==> config.mk <==
export PLATFORM = sky130hd
export DESIGN_NAME = rar_div
export DESIGN_NICKNAME = d
export VERILOG_FILES = /design/src/rar_pkg.sv /design/src/rar_div.sv
export SDC_FILE = /design/constraint.sdc
export NUM_CORES = 1
export LEC_CHECK = 0
export BUFFER_PORTS_ARGS = -buffer_cell sky130_fd_sc_hd__buf_4
export CAP_MARGIN = 20
export CORE_MARGIN = 5
export CORE_UTILIZATION = 40
export CTS_CLUSTER_DIAMETER = 50
export DETAILED_ROUTE_END_ITERATION = 6
export PLACE_DENSITY_LB_ADDON = 0.12
export SYNTH_ARGS = -nofsm -noshare
export SYNTH_HDL_FRONTEND = slang
export SYNTH_SLANG_ARGS = --single-unit
==> constraint.sdc <==
create_clock -name clock -period 5.2 [get_ports clock]
set_clock_uncertainty 0.15 [all_clocks]
set_input_delay 0.52 -clock clock [delete_from_list [all_inputs] [get_ports clock]]
set_output_delay 0.52 -clock clock [all_outputs]
set_load 0.02 [all_outputs]
==> src/rar_pkg.sv <==
`default_nettype none
package rar_pkg;
   localparam int Width = 32;
   localparam int DenW = 31;
   localparam int WideW = 64;
   localparam int StW = 2;

   localparam logic [StW-1:0] ST_OK = 2'd0;
   localparam logic [StW-1:0] ST_ZERO_DEN = 2'd1;
   localparam logic [StW-1:0] ST_OVERFLOW = 2'd2;

   // request word
   typedef struct packed {
      logic signed [Width-1:0] a_numerator;
      logic [DenW-1:0] a_denominator;
      logic signed [Width-1:0] b_numerator;
      logic [DenW-1:0] b_denominator;
   } req_word_type;

   // response word
   typedef struct packed {
      logic signed [Width-1:0] sum_numerator;
      logic [DenW-1:0] sum_denominator;
      logic [StW-1:0] status;
   } rsp_word_type;

   // divider control and status
   typedef struct packed {
      logic start;
      logic [WideW-1:0] dividend;
      logic [WideW-1:0] divisor;
   } div_cmd_type;

   typedef struct packed {
      logic done;
      logic [WideW-1:0] quotient;
      logic [WideW-1:0] remainder;
   } div_res_type;
endpackage
`default_nettype wire

==> src/rar_div.sv <==
`default_nettype none
// Restoring divider, one quotient bit per cycle.
module rar_div (
   input wire logic clock,
   input wire logic reset,
   input wire rar_pkg::div_cmd_type cmd,
   output rar_pkg::div_res_type res
);
   import rar_pkg::*;

   logic [WideW-1:0] quo_ff, quo_in;
   logic [WideW-1:0] rem_ff, rem_in;
   logic [WideW-1:0] dvs_ff, dvs_in;
   logic [6:0] cnt_ff, cnt_in;
   logic busy_ff, busy_in;
   logic done_ff, done_in;
   logic [WideW:0] trial;

   // one shift-subtract step
   always_comb begin
      quo_in = quo_ff;
      rem_in = rem_ff;
      dvs_in = dvs_ff;
      cnt_in = cnt_ff;
      busy_in = busy_ff;
      done_in = 1'b0;
      trial = {rem_ff, quo_ff[WideW-1]} - {1'b0, dvs_ff};
      if (cmd.start) begin
         quo_in = cmd.dividend;
         rem_in = '0;
         dvs_in = cmd.divisor;
         cnt_in = '0;
         busy_in = 1'b1;
      end else if (busy_ff) begin
         if (trial[WideW]) begin
            rem_in = {rem_ff[WideW-2:0], quo_ff[WideW-1]};
            quo_in = {quo_ff[WideW-2:0], 1'b0};
         end else begin
            rem_in = trial[WideW-1:0];
            quo_in = {quo_ff[WideW-2:0], 1'b1};
         end
         cnt_in = cnt_ff + 7'd1;
         if (cnt_ff == 7'(WideW - 1)) begin
            busy_in = 1'b0;
            done_in = 1'b1;
         end
      end
   end

   always_ff @(posedge clock) begin
      quo_ff <= quo_in;
      rem_ff <= rem_in;
      dvs_ff <= dvs_in;
      if (reset) begin
         cnt_ff <= '0;
         busy_ff <= 1'b0;
         done_ff <= 1'b0;
      end else begin
         cnt_ff <= cnt_in;
         busy_ff <= busy_in;
         done_ff <= done_in;
      end
   end

   assign res.done = done_ff;
   assign res.quotient = quo_ff;
   assign res.remainder = rem_ff;
endmodule
`default_nettype wire

======== Word-level counts from Yosys, hierarchy flattened ========
Index checks and enable logic that the tools add are counted.
storage, ports and cells
  register bits ........................... 201
  input bits .............................. 131
  word-level logic and storage cells ...... 21
operators by class
  bitwise operators ....................... 1
  muxes and demuxes ....................... 8
  add/subtract/negate cells ............... 2
  reductions and logical operators ........ 3
  eq/ne operators ......................... 1
operators with widths
  kind                   number
  $mux W64               3
  $sub A65 B64 Y65       1
  $add A7 B1 Y7 const B  1
  $eq A7 B6 Y1 const B   1
  $mux W1                5
  $reduce_or A3 Y1       1
  $reduce_bool A2 Y1     1
  $reduce_or A2 Y1       1
  $not A1 Y1             1

======== Depth between registers and ports, before layout ========
  depth in word-level cells ............... 4
  depth in mapped cells ................... 16
  gate-level depth less buffers ........... 13

======== Worst setup path before layout ========
OpenSTA, ideal clock, no wires.
  path type ............................... register to register
  from .................................... reg quo_ff[63]
  to ...................................... reg rem_ff[60]
  cell stages (with the launch flop) ...... 16
  period minus slack after synthesis ...... 3.798 ns
  buffers on the path ..................... 2
  data required time ...................... 4.964 ns
  slack ................................... 1.402 ns
  arrival ................................. 3.563 ns
  cell sequence ........................... edfxtp_1 > inv_1 > ha_1 > fa_1 > nand2b_1 > a21o_1 > a31o_4 > o31ai_4 > a211oi_2 > nor4_4 > or2_1 > buf_4 > xnor2_1 > buf_6 > or4_1 > a211oi_1
on the way
  cells in the longest elaborated chain, start to end .. 2
ends and longest elaborated chain
  what                    RTL line       text
  from (decl)             rar_div.sv:11  logic [WideW-1:0] quo_ff, quo_in;
  from (signal assigned)  rar_div.sv:51  quo_ff <= quo_in;
  $sub A65 B64 Y65        rar_div.sv:27  trial = {rem_ff, quo_ff[WideW-1]} - {1'b0, dvs_ff};
  $mux W64                rar_div.sv:35  if (trial[WideW]) begin
  to (signal assigned)    rar_div.sv:52  rem_ff <= rem_in;
  to (decl)               rar_div.sv:12  logic [WideW-1:0] rem_ff, rem_in;
No other way between the ends.
A chain may end at the register's enable or synchronous reset.

======== Worst setup path after layout ========
  from .................................... reg quo_ff[63]
  to ...................................... reg rem_ff[8]
Same word-level chain as after synthesis.

==> impl_metrics.yaml <==
routing:
  drtPass1Iterations: 5
  ant_nets: 0
  wl_per_cell_um: 18.4
  first_iter_violations: 547
  routed-via-count: 10400
  vias_per_cell: 5.33
  drc: 0
  finalWirelength_um: 35800
place:
  dp_hpwl_um: 26400
  dp_cells: 1832
  gp_routability_congestion: 0.882
  io_buffers: 259
sta:
  setup_violations: 0
  fin_tns_setup_ns: 0
  min_period_ns: 4.32
  timing.final.crit_share_pct: 83.1
  timing_hold_violations_final: 0
  fmax_mhz: 231
  max-slew-margin-rel_pct: 30.2
  worstMarginPinSlew_ns: 1.04
  slew_violations: 0
  rsz0062_at_grt: "no"
synthesis:
  synth_area_leader_cell: "edfxtp_1"
  avgSynthCellArea_um2: 9.61
  synth_edf_count: 128
  synth_sequential_area_ratio_pct: 44.5
  synth_common_cells: "163 x nand2_1, 128 x edfxtp_1, 90 x a21oi_1, 88 x inv_1, 88 x nor2_1"
  async_flop_share_pct: 0
  netlist_instances: 1240
  yosysWarningCount: 0
  synth.top_cells.by_area: "edfxtp_1 32%, dfxtp_1 12%, ha_1 6.8%"
  yosysMostFrequentCell: "nand2_1"
  ys_types: 73
  ys.flop_type: "edfxtp_1"
  ys_ff_latch: 201
  synth.cell_area_mm2: 0.0119
  syn_nets: 1437
  netlist.area_leader.share_pct: 32.3
hold_path:
  holdCritPathClass: "primary input to register"
grt:
  grt_max_degree: 69
  grt_pass1_vias: 10600
  grt_pass1_wl_um: 57300
  antenna_found_initial: 0
  track_usage_pct: 20.9
  overflow: 0
critical_path:
  path_max_fanout: 21
  worstPathArrival_ns: 4.62
  endpoint_kind: "register"
  crit_type: "register to register"
  crit_path_start_kind: "register"
  rrSetupSlack_ns: 0.88
  cp.required_ns: 5.50
  cp_slowest_stage_delay_ns: 0.44
  crit_buf_inv: 2
  cp_slowest_cell: "buf_4"
  path_cells: "inv_1 > ha_1 > fa_1 > nand2b_1 > a21o_1 > a31o_4 > o31ai_4 > a211oi_2 > nor4_4 > or2_1 > xnor2_2 > buf_4 > nand2_1 > a311oi_1"
  cp_top_family: "compound AO/OA/AOI/OAI gates"
clocking:
  path_clk_slew_ns: 0.06
  clock_sinks: 201
  htreeDepth: 1
  cts-root-buf: "clkbuf_16"
  cts_tree: "done"
  postCtsSetupRepairBufs: 0
  clkLatencyLatePin_ns: 0.57
  clock_path_buffers: 3
  cts_made_buffers: 30
layout:
  drive_gt1_share_pct: 25.6
  layout.nets: 1736
  syn_to_final_growth_pct: 32.9
  final_cells: 1953
  final_util_pct: 53.5
  antennaDiodeCount: 0
floorplan:
  die_h_um: 183
  start_util_pct: 40.3
  core_area_mm2: 0.0296
  die_w_um: 183
  rows: 63
  dieArea_mm2: 0.0333
  io_pins: 260
power:
  power_density_mw_per_mm2: 340
  ir_drop_uv: 296
  net-switching-power_uw: 1710
  pwr-share-comb_pct: 26.3
  power.share.sequential_pct: 36.6
  p_total_uw: 5380
  clkPwrFrac_pct: 37.1
  switching_share_pct: 31.8
  p_leak_uw: 0.00678
  p_int_uw: 3670
status:
  status: "finished clean"
flow_run:
  maxCapViolCount: 0
-- registers in the layout, indices dropped and copies added, names as in the netlist --
register  flops
busy_ff       1
cnt_ff        7
done_ff       1
dvs_ff       64
quo_ff       64
rem_ff       64
-- layout by cell type, fill, tap and decap left out, types with 26 or more instances in the layout --
master         Yosys  layout
a21o_1            26      26
a21oi_1           90      90
a311oi_1          41      41
buf_4              2     266
clkbuf_16          0      31
dfxtp_1           73      72
dlygate4sd3_1      0      65
edfxtp_1         128     128
ha_1              65      65
inv_1             88      87
mux2_2            63      63
nand2_1          163     163
nor2_1            88      87
o21ai_0           57      57
xnor2_1           35      33
xor2_1            26      26
-- what timing repair did --
action	CTS	global route
gates resized for setup	0	0
hold buffers	65	0
hold endpoints to repair	65	0
-- metrics by stage --
stage	worst slack [ns]	area (um^2)	hold slack (ns)
finish	0.880	15800	0.104
global route	0.543	15800	0.0768
CTS	0.836	15800	0.0729
detailed placement	0.882	14200	0.332
global placement	1.04	14200	0.315
floorplan	1.40	11900	0.304
-- power groups by stage --
stage	clock network, uW	logic, uW	registers [uW]
3_3_place_gp	0	1370	2000
2_1_floorplan	0	799	2080
6_report	2000	1420	1970
5_1_grt	2120	1560	1990
4_1_cts	2050	1420	1980
3_5_place_dp	0	1370	2000
-- per-layer routing --
layer	vias to the layer above	track usage, %	routed length, um
li1	5125	-	-
met1	4911	27.1	15600
met2	326	34.7	16600
met3	54	5.72	2800
met4	0	4.86	827
met5	-	0	0
-- cell families (layout without fill, tap and decap cells) --
kind of cell | count (synthesis) | in the layout | share of synthesized area [%]
XOR/XNOR | 61 | 61 | 4.48
flip-flops | 201 | 201 | 44.5
multiplexers | 74 | 74 | 6.88
AO/OA/AOI/OAI | 309 | 309 | 17.4
AND/OR/NAND/NOR | 375 | 375 | 14.6
adder cells (fa/ha/maj) | 66 | 66 | 6.99
buffers and inverters | 154 | 477 | 5.11
-- layout make-up --
| class | instances | area (um^2) |
|---|---|---|
| Clock buffer | 37 | 838 |
| Sequential cell | 201 | 5310 |
| Timing Repair Buffer | 333 | 2680 |
| Fill cell | 2739 | 13700 |
| Multi-Input combinational cell | 885 | 6020 |
| Inverter | 88 | 330 |
| Tap cell | 390 | 488 |
| Clock inverter | 19 | 168 |
-- worst paths after layout --
check / start / endpoint / depth (start not counted)
hold reg to reg: cnt_ff[5] / cnt_ff[5] / 2
setup reg to reg: quo_ff[63] / rem_ff[8] / 14
setup / recovery: quo_ff[63] / rem_ff[8] / 14
hold / removal: cmd[112] / quo_ff[48] / 2
No activity file was read; power rests on OpenSTA's default activity.
